## src/hw/rtl/scan_polar_to_layered_points_assert.svh

```systemverilog
// assertion macros for the scan polar-to-points block
// depends on nothing; expects the including module to have clock and reset
`ifndef SCAN_POLAR_TO_LAYERED_POINTS_ASSERT_SVH
`define SCAN_POLAR_TO_LAYERED_POINTS_ASSERT_SVH

// condition implies consequence in the same cycle
`define S2LP_ASSERT_NOW(label, ante, cons, msg) \
   label: assert property (@(posedge clock) disable iff (reset) (ante) |-> (cons)) \
      else $error(msg);

// condition implies consequence in the following cycle
`define S2LP_ASSERT_NEXT(label, ante, cons, msg) \
   label: assert property (@(posedge clock) disable iff (reset) (ante) |=> (cons)) \
      else $error(msg);

`endif

```

## src/hw/rtl/s2lp_pkg.sv

```systemverilog
// shared widths, constants, types and the arctangent table
// depends on nothing; used by every other file of the block but the assertion macro header
`default_nettype none

package s2lp_pkg;

   // field widths
   localparam int RangeW   = 16;
   localparam int AngleW   = 16;
   localparam int IntenW   = 16;
   localparam int SpacingW = 9;
   localparam int XyW      = 17;
   localparam int ZW       = 12;

   // configuration port
   localparam int CsrIdxW  = 2;
   localparam int CsrDataW = 16;
   localparam logic [CsrIdxW-1:0] CSR_ANGLE_START   = 2'd0;
   localparam logic [CsrIdxW-1:0] CSR_ANGLE_STEP    = 2'd1;
   localparam logic [CsrIdxW-1:0] CSR_LAYER_SPACING = 2'd2;

   // register reset values
   localparam logic [AngleW-1:0]   AngleStartReset = 16'd0;
   localparam logic [AngleW-1:0]   AngleStepReset  = 16'd182;
   localparam logic [SpacingW-1:0] SpacingReset    = 9'd200;

   // cordic datapath
   localparam int CordicSteps = 16;
   localparam int IterW       = 4;
   localparam int AccW        = 35;
   localparam int PhaseW      = 31;
   localparam logic [RangeW-1:0] CordicGain = 16'd39797;
   localparam logic [ZW-1:0]     ZMax       = 12'd4095;

   // commands from the controller to the datapath
   typedef struct packed {
      logic             load;
      logic             rotate;
      logic [IterW-1:0] iter;
      logic             round;
      logic             height_add;
   } s2lp_cmd_type;

   // result payload held by the datapath
   typedef struct packed {
      logic signed [XyW-1:0] x_mm;
      logic signed [XyW-1:0] y_mm;
      logic [ZW-1:0]         z_mm;
      logic [IntenW-1:0]     intensity;
   } s2lp_point_type;

   // arctangent of 2^-i in units of 2^-30 turn
   function automatic logic signed [PhaseW-1:0] atan_entry(input logic [IterW-1:0] idx);
      logic signed [PhaseW-1:0] v;
      unique case (idx)
         4'd0:  v = 31'sd134217728;
         4'd1:  v = 31'sd79233351;
         4'd2:  v = 31'sd41864727;
         4'd3:  v = 31'sd21251189;
         4'd4:  v = 31'sd10666833;
         4'd5:  v = 31'sd5338616;
         4'd6:  v = 31'sd2669960;
         4'd7:  v = 31'sd1335061;
         4'd8:  v = 31'sd667541;
         4'd9:  v = 31'sd333772;
         4'd10: v = 31'sd166886;
         4'd11: v = 31'sd83443;
         4'd12: v = 31'sd41722;
         4'd13: v = 31'sd20861;
         4'd14: v = 31'sd10430;
         4'd15: v = 31'sd5215;
      endcase
      return v;
   endfunction

endpackage

`default_nettype wire

```

## src/hw/rtl/s2lp_req_if.sv

```systemverilog
// sample channel: valid/ready handshake with the range sample payload
// depends on s2lp_pkg
`default_nettype none

interface s2lp_req_if import s2lp_pkg::*; ();
   logic              valid;
   logic              ready;
   logic [RangeW-1:0] range_mm;
   logic              range_valid;
   logic [IntenW-1:0] intensity;
   logic              scan_start;

   modport source (output valid, output range_mm, output range_valid,
                   output intensity, output scan_start, input ready);
   modport sink   (input valid, input range_mm, input range_valid,
                   input intensity, input scan_start, output ready);
endinterface

`default_nettype wire

```

## src/hw/rtl/s2lp_rsp_if.sv

```systemverilog
// point channel: valid/ready handshake with one layered point
// depends on s2lp_pkg
`default_nettype none

interface s2lp_rsp_if import s2lp_pkg::*; ();
   logic                  valid;
   logic                  ready;
   logic signed [XyW-1:0] x_mm;
   logic signed [XyW-1:0] y_mm;
   logic [ZW-1:0]         z_mm;
   logic [IntenW-1:0]     point_intensity;
   logic                  last_of_run;

   modport source (output valid, output x_mm, output y_mm, output z_mm,
                   output point_intensity, output last_of_run, input ready);
   modport sink   (input valid, input x_mm, input y_mm, input z_mm,
                   input point_intensity, input last_of_run, output ready);
endinterface

`default_nettype wire

```

## src/hw/rtl/s2lp_dpath.sv

```systemverilog
// datapath: config registers, beam angle, iterative cordic, result registers
// depends on s2lp_pkg; driven by s2lp_ctrl commands
`default_nettype none

module s2lp_dpath import s2lp_pkg::*; (
   input  logic                clock,
   input  logic                reset,
   input  logic                csr_we,
   input  logic [CsrIdxW-1:0]  csr_index,
   input  logic [CsrDataW-1:0] csr_wdata,
   input  logic [RangeW-1:0]   range_mm,
   input  logic [IntenW-1:0]   intensity,
   input  logic                scan_start,
   input  s2lp_cmd_type        cmd,
   output s2lp_point_type      point
);

   localparam logic [1:0] QUAD_0 = 2'd0;
   localparam logic [1:0] QUAD_1 = 2'd1;
   localparam logic [1:0] QUAD_2 = 2'd2;
   localparam logic [1:0] QUAD_3 = 2'd3;
   localparam logic signed [AccW-1:0] AccMax  = 35'sd65535;
   localparam logic signed [AccW-1:0] AccMin  = -35'sd65535;
   localparam logic signed [AccW-1:0] RoundUp = 35'sd32768;
   localparam logic [AngleW-1:0]      EighthTurn = 16'h2000;

   logic [AngleW-1:0]   angle_start_ff, angle_start_in;
   logic [AngleW-1:0]   angle_step_ff, angle_step_in;
   logic [SpacingW-1:0] spacing_ff, spacing_in;
   logic [AngleW-1:0]   next_angle_ff, next_angle_in;

   logic signed [AccW-1:0]   cx_ff, cx_in;
   logic signed [AccW-1:0]   cy_ff, cy_in;
   logic signed [PhaseW-1:0] cz_ff, cz_in;
   logic [1:0]               quad_ff, quad_in;
   logic [IntenW-1:0]        inten_ff, inten_in;
   logic signed [XyW-1:0]    x_out_ff, x_out_in;
   logic signed [XyW-1:0]    y_out_ff, y_out_in;
   logic [ZW-1:0]            height_ff, height_in;

   logic [AngleW-1:0]        cur_angle;
   logic [AngleW-1:0]        shifted;
   logic signed [14:0]       phi;
   logic [2*RangeW-1:0]      product;
   logic signed [AccW-1:0]   dx, dy;
   logic signed [PhaseW-1:0] atan_val;
   logic signed [AccW-1:0]   rnd_x, rnd_y;
   logic signed [XyW-1:0]    cos_v, sin_v;
   logic [ZW:0]              height_sum;

   function automatic logic signed [XyW-1:0] clamp_xy(input logic signed [AccW-1:0] v);
      logic signed [AccW-1:0] t;
      t = v;
      if (v > AccMax) begin
         t = AccMax;
      end else if (v < AccMin) begin
         t = AccMin;
      end
      return t[XyW-1:0];
   endfunction

   // configuration writes, unknown index ignored
   always_comb begin
      angle_start_in = angle_start_ff;
      angle_step_in  = angle_step_ff;
      spacing_in     = spacing_ff;
      if (csr_we) begin
         unique case (csr_index)
            CSR_ANGLE_START:   angle_start_in = csr_wdata[AngleW-1:0];
            CSR_ANGLE_STEP:    angle_step_in  = csr_wdata[AngleW-1:0];
            CSR_LAYER_SPACING: spacing_in     = csr_wdata[SpacingW-1:0];
            default: ;
         endcase
      end
   end

   // beam angle, advances on every accepted sample
   assign cur_angle     = scan_start ? angle_start_ff : next_angle_ff;
   assign next_angle_in = cmd.load ? cur_angle + angle_step_ff : next_angle_ff;

   // quadrant split and scaled start vector
   assign shifted = cur_angle + EighthTurn;
   assign phi     = $signed({1'b0, shifted[13:0]}) - 15'sd8192;
   assign product = range_mm * CordicGain;

   // one cordic micro-rotation per cycle
   assign dx       = cy_ff >>> cmd.iter;
   assign dy       = cx_ff >>> cmd.iter;
   assign atan_val = atan_entry(cmd.iter);

   always_comb begin
      cx_in    = cx_ff;
      cy_in    = cy_ff;
      cz_in    = cz_ff;
      quad_in  = quad_ff;
      inten_in = inten_ff;
      if (cmd.load) begin
         cx_in    = $signed({{(AccW-2*RangeW){1'b0}}, product});
         cy_in    = '0;
         cz_in    = $signed({{2{phi[14]}}, phi, 14'b0});
         quad_in  = shifted[15:14];
         inten_in = intensity;
      end else if (cmd.rotate) begin
         if (!cz_ff[PhaseW-1]) begin
            cx_in = cx_ff - dx;
            cy_in = cy_ff + dy;
            cz_in = cz_ff - atan_val;
         end else begin
            cx_in = cx_ff + dx;
            cy_in = cy_ff - dy;
            cz_in = cz_ff + atan_val;
         end
      end
   end

   // rounding, saturation and quadrant rotation
   assign rnd_x = (cx_ff + RoundUp) >>> 16;
   assign rnd_y = (cy_ff + RoundUp) >>> 16;
   assign cos_v = clamp_xy(rnd_x);
   assign sin_v = clamp_xy(rnd_y);

   always_comb begin
      x_out_in = x_out_ff;
      y_out_in = y_out_ff;
      if (cmd.round) begin
         unique case (quad_ff)
            QUAD_0: begin
               x_out_in = cos_v;
               y_out_in = sin_v;
            end
            QUAD_1: begin
               x_out_in = -sin_v;
               y_out_in = cos_v;
            end
            QUAD_2: begin
               x_out_in = -cos_v;
               y_out_in = -sin_v;
            end
            QUAD_3: begin
               x_out_in = sin_v;
               y_out_in = -cos_v;
            end
         endcase
      end
   end

   // copy height, saturating running sum of the spacing
   assign height_sum = {1'b0, height_ff} + {{(ZW+1-SpacingW){1'b0}}, spacing_ff};

   always_comb begin
      height_in = height_ff;
      if (cmd.round) begin
         height_in = '0;
      end else if (cmd.height_add) begin
         height_in = (height_sum > {1'b0, ZMax}) ? ZMax : height_sum[ZW-1:0];
      end
   end

   // control and configuration state
   always_ff @(posedge clock) begin
      if (reset) begin
         angle_start_ff <= AngleStartReset;
         angle_step_ff  <= AngleStepReset;
         spacing_ff     <= SpacingReset;
         next_angle_ff  <= '0;
      end else begin
         angle_start_ff <= angle_start_in;
         angle_step_ff  <= angle_step_in;
         spacing_ff     <= spacing_in;
         next_angle_ff  <= next_angle_in;
      end
   end

   // payload registers
   always_ff @(posedge clock) begin
      cx_ff     <= cx_in;
      cy_ff     <= cy_in;
      cz_ff     <= cz_in;
      quad_ff   <= quad_in;
      inten_ff  <= inten_in;
      x_out_ff  <= x_out_in;
      y_out_ff  <= y_out_in;
      height_ff <= height_in;
   end

   assign point.x_mm      = x_out_ff;
   assign point.y_mm      = y_out_ff;
   assign point.z_mm      = height_ff;
   assign point.intensity = inten_ff;

endmodule

`default_nettype wire

```

## src/hw/rtl/s2lp_ctrl.sv

```systemverilog
// controller: sequences load, cordic iterations, rounding and copy output
// depends on s2lp_pkg and the assertion macro header
`default_nettype none

`include "scan_polar_to_layered_points_assert.svh"

module s2lp_ctrl import s2lp_pkg::*; #(
   parameter int LAYERS = 11
) (
   input  logic         clock,
   input  logic         reset,
   input  logic         req_valid,
   input  logic         req_range_valid,
   output logic         req_ready,
   output logic         rsp_valid,
   input  logic         rsp_ready,
   output logic         rsp_last,
   output s2lp_cmd_type cmd
);

   localparam int CopyW = $clog2(LAYERS + 1);
   localparam logic [CopyW-1:0] LastCopy = CopyW'(LAYERS);
   localparam logic [IterW-1:0] LastIter = IterW'(CordicSteps - 1);

   localparam logic [1:0] ST_IDLE  = 2'd0;
   localparam logic [1:0] ST_ROT   = 2'd1;
   localparam logic [1:0] ST_ROUND = 2'd2;
   localparam logic [1:0] ST_EMIT  = 2'd3;

   logic [1:0]       state_ff, state_in;
   logic [IterW-1:0] iter_ff, iter_in;
   logic [CopyW-1:0] copy_ff, copy_in;

   // next state and commands
   always_comb begin
      state_in       = state_ff;
      iter_in        = iter_ff;
      copy_in        = copy_ff;
      req_ready      = 1'b0;
      rsp_valid      = 1'b0;
      rsp_last       = (copy_ff == LastCopy);
      cmd.load       = 1'b0;
      cmd.rotate     = 1'b0;
      cmd.iter       = iter_ff;
      cmd.round      = 1'b0;
      cmd.height_add = 1'b0;
      unique case (state_ff)
         ST_IDLE: begin
            req_ready = 1'b1;
            if (req_valid) begin
               cmd.load = 1'b1;
               iter_in  = '0;
               if (req_range_valid) begin
                  state_in = ST_ROT;
               end
            end
         end
         ST_ROT: begin
            cmd.rotate = 1'b1;
            if (iter_ff == LastIter) begin
               state_in = ST_ROUND;
            end else begin
               iter_in = iter_ff + 1'b1;
            end
         end
         ST_ROUND: begin
            cmd.round = 1'b1;
            copy_in   = '0;
            state_in  = ST_EMIT;
         end
         ST_EMIT: begin
            rsp_valid = 1'b1;
            if (rsp_ready) begin
               cmd.height_add = (copy_ff != '0);
               if (copy_ff == LastCopy) begin
                  state_in = ST_IDLE;
               end else begin
                  copy_in = copy_ff + 1'b1;
               end
            end
         end
      endcase
   end

   // state register
   always_ff @(posedge clock) begin
      if (reset) begin
         state_ff <= ST_IDLE;
         iter_ff  <= '0;
         copy_ff  <= '0;
      end else begin
         state_ff <= state_in;
         iter_ff  <= iter_in;
         copy_ff  <= copy_in;
      end
   end

   // checks
   `S2LP_ASSERT_NOW(a_ready_excl, req_ready, !rsp_valid, "sample taken while point pending")
   `S2LP_ASSERT_NEXT(a_valid_rot, req_valid && req_ready && req_range_valid, state_ff == ST_ROT && iter_ff == '0, "valid sample did not start cordic")
   `S2LP_ASSERT_NEXT(a_drop_idle, req_valid && req_ready && !req_range_valid, req_ready, "dropped sample left idle")
   `S2LP_ASSERT_NEXT(a_round_emit, state_ff == ST_ROUND, rsp_valid && copy_ff == '0, "rounding not followed by first copy")
   `S2LP_ASSERT_NEXT(a_last_idle, rsp_valid && rsp_ready && rsp_last, req_ready, "last copy did not return to idle")

endmodule

`default_nettype wire

```

## src/hw/rtl/scan_polar_to_layered_points.sv

```systemverilog
// top level: range samples in, layered cartesian points out
// depends on s2lp_pkg, s2lp_req_if, s2lp_rsp_if, s2lp_ctrl, s2lp_dpath
//
//   channel   direction  handshake           contents
//   req_ch    in         valid/ready         range_mm, range_valid, intensity, scan_start
//   rsp_ch    out        valid/ready         x_mm, y_mm, z_mm, point_intensity, last_of_run
//   csr_*     in         csr_we, no wait     csr_index, csr_wdata
//
// a valid sample is loaded, rotated by 16 cordic iterations through one shared
// shift-add unit, rounded and then emitted as LAYERS+1 copies; a dropped
// sample is only loaded, which advances the beam angle.
// reset restores the register defaults and a zero beam angle; no clearing pass.
// a low rsp_ch.ready holds the current copy; no sample is taken until the last copy leaves.
`default_nettype none

module scan_polar_to_layered_points import s2lp_pkg::*; #(
   parameter int LAYERS = 11
) (
   input  logic                clock,
   input  logic                reset,
   s2lp_req_if.sink            req_ch,
   s2lp_rsp_if.source          rsp_ch,
   input  logic                csr_we,
   input  logic [CsrIdxW-1:0]  csr_index,
   input  logic [CsrDataW-1:0] csr_wdata
);

   s2lp_cmd_type   cmd;
   s2lp_point_type point;
   logic           rsp_last;

   // sequencer
   s2lp_ctrl #(
      .LAYERS (LAYERS)
   ) u_ctrl (
      .clock           (clock),
      .reset           (reset),
      .req_valid       (req_ch.valid),
      .req_range_valid (req_ch.range_valid),
      .req_ready       (req_ch.ready),
      .rsp_valid       (rsp_ch.valid),
      .rsp_ready       (rsp_ch.ready),
      .rsp_last        (rsp_last),
      .cmd             (cmd)
   );

   // arithmetic and registers
   s2lp_dpath u_dpath (
      .clock      (clock),
      .reset      (reset),
      .csr_we     (csr_we),
      .csr_index  (csr_index),
      .csr_wdata  (csr_wdata),
      .range_mm   (req_ch.range_mm),
      .intensity  (req_ch.intensity),
      .scan_start (req_ch.scan_start),
      .cmd        (cmd),
      .point      (point)
   );

   // result payload
   assign rsp_ch.x_mm            = point.x_mm;
   assign rsp_ch.y_mm            = point.y_mm;
   assign rsp_ch.z_mm            = point.z_mm;
   assign rsp_ch.point_intensity = point.intensity;
   assign rsp_ch.last_of_run     = rsp_last;

endmodule

`default_nettype wire

```

## src/flat_wrapper.sv

```systemverilog
// flat-port wrapper written by rule: the top's interface ports become plain ports
module scan_polar_to_layered_points_flat import s2lp_pkg::*;
#(
   parameter int LAYERS = 11
)
  (clock, reset, csr_we, csr_index, csr_wdata, req_ch_valid, req_ch_range_mm, req_ch_range_valid, req_ch_intensity, req_ch_scan_start, req_ch_ready, rsp_ch_valid, rsp_ch_x_mm, rsp_ch_y_mm, rsp_ch_z_mm, rsp_ch_point_intensity, rsp_ch_last_of_run, rsp_ch_ready);
  s2lp_req_if req_ch_i ();
  s2lp_rsp_if rsp_ch_i ();
  input  logic clock;
  input  logic reset;
  input  logic csr_we;
  input  logic [CsrIdxW-1:0] csr_index;
  input  logic [CsrDataW-1:0] csr_wdata;
  input wire logic [$bits(req_ch_i.valid)-1:0] req_ch_valid;
  input wire logic [$bits(req_ch_i.range_mm)-1:0] req_ch_range_mm;
  input wire logic [$bits(req_ch_i.range_valid)-1:0] req_ch_range_valid;
  input wire logic [$bits(req_ch_i.intensity)-1:0] req_ch_intensity;
  input wire logic [$bits(req_ch_i.scan_start)-1:0] req_ch_scan_start;
  output wire logic [$bits(req_ch_i.ready)-1:0] req_ch_ready;
  output wire logic [$bits(rsp_ch_i.valid)-1:0] rsp_ch_valid;
  output wire logic [$bits(rsp_ch_i.x_mm)-1:0] rsp_ch_x_mm;
  output wire logic [$bits(rsp_ch_i.y_mm)-1:0] rsp_ch_y_mm;
  output wire logic [$bits(rsp_ch_i.z_mm)-1:0] rsp_ch_z_mm;
  output wire logic [$bits(rsp_ch_i.point_intensity)-1:0] rsp_ch_point_intensity;
  output wire logic [$bits(rsp_ch_i.last_of_run)-1:0] rsp_ch_last_of_run;
  input wire logic [$bits(rsp_ch_i.ready)-1:0] rsp_ch_ready;
  assign req_ch_i.valid = req_ch_valid;
  assign req_ch_i.range_mm = req_ch_range_mm;
  assign req_ch_i.range_valid = req_ch_range_valid;
  assign req_ch_i.intensity = req_ch_intensity;
  assign req_ch_i.scan_start = req_ch_scan_start;
  assign req_ch_ready = req_ch_i.ready;
  assign rsp_ch_valid = rsp_ch_i.valid;
  assign rsp_ch_x_mm = rsp_ch_i.x_mm;
  assign rsp_ch_y_mm = rsp_ch_i.y_mm;
  assign rsp_ch_z_mm = rsp_ch_i.z_mm;
  assign rsp_ch_point_intensity = rsp_ch_i.point_intensity;
  assign rsp_ch_last_of_run = rsp_ch_i.last_of_run;
  assign rsp_ch_i.ready = rsp_ch_ready;
  scan_polar_to_layered_points #(.LAYERS(LAYERS)) u_core (.clock(clock), .reset(reset), .req_ch(req_ch_i), .rsp_ch(rsp_ch_i), .csr_we(csr_we), .csr_index(csr_index), .csr_wdata(csr_wdata));
endmodule
```

## config.mk

```make
export PLATFORM = sky130hd
export DESIGN_NAME = scan_polar_to_layered_points_flat
export DESIGN_NICKNAME = d
export VERILOG_FILES = /design/src/hw/rtl/s2lp_pkg.sv /design/src/hw/rtl/s2lp_req_if.sv /design/src/hw/rtl/s2lp_rsp_if.sv /design/src/hw/rtl/s2lp_dpath.sv /design/src/hw/rtl/s2lp_ctrl.sv /design/src/hw/rtl/scan_polar_to_layered_points.sv /design/src/flat_wrapper.sv
export VERILOG_INCLUDE_DIRS = /design/src /design/src/hw/rtl
export SDC_FILE = /design/constraint.sdc
export NUM_CORES = 1
export LEC_CHECK = 0
export BUFFER_PORTS_ARGS = -buffer_cell sky130_fd_sc_hd__buf_2
export CORE_UTILIZATION = 45
export CTS_BUF_LIST = sky130_fd_sc_hd__clkbuf_4 sky130_fd_sc_hd__clkbuf_8 sky130_fd_sc_hd__clkbuf_16
export CTS_CLUSTER_DIAMETER = 120
export DETAILED_ROUTE_END_ITERATION = 10
export PLACE_DENSITY = 0.63
export SLEW_MARGIN = 20
export SYNTH_ARGS = -nofsm -noshare
export SYNTH_HDL_FRONTEND = slang
export SYNTH_HIERARCHICAL = 1
export SYNTH_SLANG_ARGS = --single-unit
```

## constraint.sdc

```tcl
create_clock -name clock -period 10.1 [get_ports clock]
set_clock_uncertainty 0.1 [all_clocks]
set_input_delay 1.515 -clock clock [delete_from_list [all_inputs] [get_ports clock]]
set_output_delay 1.515 -clock clock [all_outputs]
set_load 0.02 [all_outputs]
```

Word level (Yosys, flattened, before mapping)
Memory sizes are Yosys's and may differ from the RTL's. A register that Yosys moved wholly into a read port is not among the register bits.
Index checks and enable logic that the tools add are counted.
{"block": "word_totals", "romBits": 448, "in_bits": 57, "register_bits": 232, "wordCells": 109, "output_inout_bits": 65, "n_memories": 1}
{"block": "classes", "n_addsub": 16, "magnitude_cmp": 5, "muxes": 37, "reduce_logical": 13, "eq_ne": 17, "n_shift": 2, "mul": 1}
{"memory": "(name not given)", "words": 16, "width": 28, "rd": 1, "rd_ports_with_merged_regs": 1, "write_ports": 0, "line": "s2lp_pkg.sv:55", "text": "unique case (idx)"}
{"operator": "17-bit case mux with 4 select lines", "count": 2}
{"operator": "31-bit 2-to-1 mux", "count": 3}
{"operator": "35-bit by 17-bit adder with 35-bit output (second input constant)", "count": 2}
{"operator": "35-bit adder", "count": 2}
{"operator": "35-bit 2-to-1 mux", "count": 2}
{"operator": "35-bit by 4-bit >>> shifter with 35-bit output", "count": 2}
{"operator": "35-bit subtractor", "count": 2}
{"operator": "17-bit 2-to-1 mux", "count": 4}
{"operator": "32-bit 2-to-1 mux", "count": 2}
{"operator": "19-bit by 17-bit > comparator with 1-bit output (second input constant)", "count": 2}
{"operator": "19-bit by 17-bit less-than comparator with 1-bit output (second input constant)", "count": 2}
{"operator": "17-bit negation", "count": 2}
{"operator": "16-bit by 16-bit multiplier with 32-bit output (second input constant)", "count": 1}
{"operator": "31-bit adder", "count": 1}
{"operator": "31-bit subtractor", "count": 1}
{"operator": "4-bit 2-to-1 mux", "count": 6}
{"operator": "16-bit by 14-bit adder with 16-bit output (second input constant)", "count": 1}
{"operator": "16-bit adder", "count": 1}
{"operator": "16-bit 2-to-1 mux", "count": 1}
{"operator": "4-bit case mux with 2 select lines", "count": 2}
{"operator": "14-bit by 14-bit subtractor with 15-bit output (second input constant)", "count": 1}
{"operator": "2-bit != test (second input constant)", "count": 7}
{"operator": "12-bit by 9-bit adder with 13-bit output", "count": 1}
{"operator": "13-bit by 12-bit > comparator with 1-bit output (second input constant)", "count": 1}
{"operator": "14 further kinds", "count": 40}

Logic depth before layout (Yosys ltp)
{"block": "logic_depth", "depth_word": 6, "mapped_depth": 28, "depth_no_buf": 25}

Modules after synthesis
The synthesis kept the hierarchy.
{"mod": "s2lp_dpath", "cells_each": 3239, "n_inst": 1, "area_per_inst_um2": 27904.3, "seq_area_each_um2": 5455.2}
{"mod": "s2lp_ctrl", "cells_each": 76, "n_inst": 1, "area_per_inst_um2": 655.6, "seq_area_each_um2": 200.2}

Worst setup path before layout
OpenSTA, ideal clock, no wires.
{"block": "synth_path", "path_kind": "input-to-reg", "from": "in req_ch_range_mm[8]", "to": "reg u_core.u_dpath.cx_ff[31] (data pin)", "cell_stages": 24, "path_slack_ns": 2.798, "n_path_buf": 0, "t_arrival_ns": 6.930, "cell_sequence": "inv_1 fa_1 fa_1 inv_1 fa_1 inv_1 fa_1 inv_1 fa_1 inv_1 fa_1 inv_1 ha_1 a21oi_1 nor2b_1 nor2_1 o31a_1 o31ai_1 o21ai_0 o21ai_0 a211o_1 a21oi_1 xor2_1 a21oi_1"}
{"block": "synth_via", "elab_chain_len": 2}
{"element": "start: declaration", "line": "flat_wrapper.sv:15", "text": "input wire logic [$bits(req_ch_i.range_mm)-1:0] req_ch_range_mm;"}
{"element": "16-bit by 16-bit multiplier with 32-bit output", "line": "s2lp_dpath.sv:84", "text": "assign product = range_mm * CordicGain;"}
{"element": "32-bit 2-to-1 mux", "line": "s2lp_dpath.sv:97", "text": "if (cmd.load) begin"}
{"element": "via u_core.u_dpath.cx_in[31]", "line": "s2lp_dpath.sv:32", "text": "logic signed [AccW-1:0] cx_ff, cx_in;"}
{"element": "end signal: assignment", "line": "s2lp_dpath.sv:176", "text": "cx_ff <= cx_in;"}
{"element": "end: declaration", "line": "s2lp_dpath.sv:32"}
The timed path passes the listed nets, and every way through them passes these cells.
A chain may end at the register's enable or synchronous reset.

Worst setup path after layout
{"block": "layout_path", "from": "in req_ch_range_mm[6]", "to": "reg u_core.u_dpath.cx_ff[31] (data pin)"}
Same word-level chain as after synthesis.

==> summary.md <==
| Metric | Value |
|---|---|
| Status | `complete, no violations` |
| Startpoint types | `primary input` |
| Library cells used by synthesis | `between 100 and 150` |
| Synth Register Bits | `between 200 and 250` |
| Die area | `0.0645 mm2` |
| Final period utilization | `0.733` |
| WL/cell | `~18 um` |
| Multi-input logic area | `about 0.021 mm2` |
| Async set or reset register ratio after synthesis | `0` |
| Via-to-Cell Ratio | `about 5.7` |
| Warnings from Yosys | `6` |
| Post-cts resize count | `0` |
| RSZ-0062 raised after global routing | `no` |
| CTS Hold Buffers Added | `0` |
| Max Fclk | `around 140 MHz` |
| Worst-path fanout max | `6` |
| EDFF count, synth | `approximately 100` |
| Overall global routing resource usage | `0.230` |
| Cells after Synth | `between 3000 and 4000` |
| Die Span X | `254 um` |
| # rows | `roughly 90` |
| Crit path DAT | `between 7 and 8 ns` |
| Layout cells sized above 1 | `0.117` |
| Crit. End Element | `flip-flop` |
| DRT Pass-1 Iters | `6` |
| Slew HR | `0.248` |
| Core ar. | `0.0622 mm2` |
| CTS H-tree lvls | `1` |
| Storage cell area | `roughly 0.0057 mm2` |
| Total of max-cap violations | `0` |
| Total CTS buffers | `31` |
| Syn-to-layout area delta | `7.73%` |
| Most numerous cell in the Yosys netlist | `nand2_1` |
| Ys flop type | `dfxtp_1` |
| Sequential area share after synthesis | `0.198` |
| I/O Buffers | `~120` |
| First-pass GRT wire length | `~120000 um` |
| Vias in the first global route | `between 20000 and 25000` |
| Top-area cell type share of the netlist area | `0.118` |
| Diode count | `0` |
| Req. time, crit path | `slightly above 10 ns` |
| CTS Root Cell | `clkbuf_16` |
| Buffer depth of the longest clock path | `3` |
| Largest area contributor in the netlist | `ha_1` |
| Worst min-delay path class | `reg -> reg` |
| Largest net degree at the start of global routing | `80` |
| Crit Path Class | `in -> reg` |
| Top Ports | `roughly 120` |
| Area of the mapped netlist | `0.0286 mm2` |
| Worst Hold Slack | `about 0.36 ns` |
| Avg Cell Area, Syn | `between 8 and 9 um2` |
| Initial drt markers | `between 1500 and 2000` |
| Net Count, Synth | `between 3000 and 4000` |
| Fillers | `about 6100` |
| HPWL after detailed placement | `about 56000 um` |
| Gpl congestion | `0.914` |
| CTS tree | `built` |
| Most instantiated cells after synthesis | `nand2_1 (284), nor2_1 (273), ha_1 (269)` |
| # DRC | `0` |
| WL final | `74800 um` |
| Initial antenna violation count | `0` |
| Die Y-Extent | `about 250 um` |
| Setup Buffers After CTS | `0` |
| Final Max Tran Viols | `0` |
| Fin. Hold Viols | `0` |
| Clock latency on the worst-skew pair | `~0.62 ns` |
| Top cells by area, synth | `ha_1 (12%), edfxtp_1 (11%), dfxtp_1 (9.2%), fa_1 (7.6%), mux4_2 (5.4%)` |
| Setup TNS | `0 ns` |
| Total vias in the final route | `roughly 24000` |
| GR Overflow Total | `0` |
| Clock transition at path regs | `approximately 0.06 ns` |
| Minimum clock period after layout | `around 7.4 ns` |
| Setup violators final | `0` |
| Routed Antenna Nets | `0` |
| Worst-Margin Slew | `1.11 ns` |
| Initial Util | `0.459` |
| CTS sink cnt | `around 230` |
| Fin nets | `between 3000 and 4000` |
| Area post-placement | `a little under 0.03 mm2` |
| Design Area, Final | `slightly above 0.03 mm2` |
## flip-flops by register name, summed over array words and instances (netlist names), 16 cells and up
register,count
u_core/u_dpath/cx_ff,35
u_core/u_dpath/y_out_ff,17
u_core/u_dpath/x_out_ff,17
u_core/u_dpath/inten_ff,16
u_core/u_dpath/next_angle_ff,16
u_core/u_dpath/angle_step_ff,16
u_core/u_dpath/cz_ff,31
u_core/u_dpath/angle_start_ff,16
u_core/u_dpath/cy_ff,35
## final timing paths
kind                                    start                               end  slack, ns  cells after the start
min          u_core/u_dpath/angle_start_ff[0]  u_core/u_dpath/angle_start_ff[0]       0.36                      2
min reg2reg  u_core/u_dpath/angle_start_ff[0]  u_core/u_dpath/angle_start_ff[0]       0.36                      2
max                        req_ch_range_mm[6]          u_core/u_dpath/cx_ff[31]       2.70                     25
max reg2reg          u_core/u_ctrl/iter_ff[0]          u_core/u_dpath/cx_ff[30]       2.83                     22
## per-layer routing
layer  share of wire  wire length, um  track usage
met5               0                0            0
met4           0.017             1260       0.0466
met3           0.049             3670       0.0218
met2            0.45            33900        0.375
met1            0.48            36000        0.330
## through the flow
stage,setup slack (ns),instances,utilization
finish,2.70,4190,0.495
global placement,2.11,4132,0.478
CTS,2.72,4190,0.495
detailed placement,2.04,4132,0.478
global route,2.30,4190,0.495
floorplan,2.80,3315,-
## layout make-up
type / instances / area share
sequential: 232 / 0.184
multi-input combinational: 2658 / 0.690
inverter: 260 / 0.0317
tap: 837 / 0.0340
timing repair buffer: 145 / 0.0255
clock inverter: 12 / 0.00403
clock buffer: 46 / 0.0306
## kinds of logic (layout without fill, tap and decap cells)
family	after synthesis	in the layout	share of synthesized area
xor+xnor	273	273	0.0837
compound gates	810	810	0.179
fa+ha+maj	377	377	0.194
simple gates	933	933	0.157
mux	265	265	0.130
buf+inv	425	463	0.0593
flops	232	232	0.198
## cells in the final DEF (no fill, tap or decap), drive strengths merged, types with 10 or more instances in the layout
master,count
buf,145
nand3,62
or3,19
a21o,74
inv,263
nand2b,27
o211ai,17
fa,108
nor2b,26
nor3,58
and3,37
o22ai,10
a21oi,257
a31oi,41
o21ai,183
o21a,23
edfxtp,101
or4,11
a211oi,29
o31ai,25
nor2,274
xnor2,159
o21bai,25
and4,12
nand3b,18
mux2,69
nand4,16
nand2,284
ha,269
and2,33
dfxtp,131
nor4,10
clkbuf,46
a21boi,10
mux4,75
xor2,114
mux2i,121
a211o,17
or2,19
## worst max-delay path, cell delays in order
cell and delay (ns):
buf_2 0.20, inv_1 0.15, fa_1 0.52, fa_1 0.52, inv_1 0.06, fa_1 0.50, inv_1 0.05, fa_1 0.48
inv_1 0.05, fa_1 0.53, inv_1 0.05, fa_1 0.53, inv_1 0.04, ha_1 0.34, a21oi_1 0.21, nor2b_1 0.06
nor2_1 0.17, o31a_1 0.23, o31ai_1 0.11, o21ai_0 0.33, o21ai_0 0.25, a211o_1 0.30, a21oi_1 0.17, xor2_1 0.15
a21oi_1 0.08
Power is left out: the tool's default activity adds up to more than one toggle a clock period on the data nets, which glitch-free logic cannot reach.
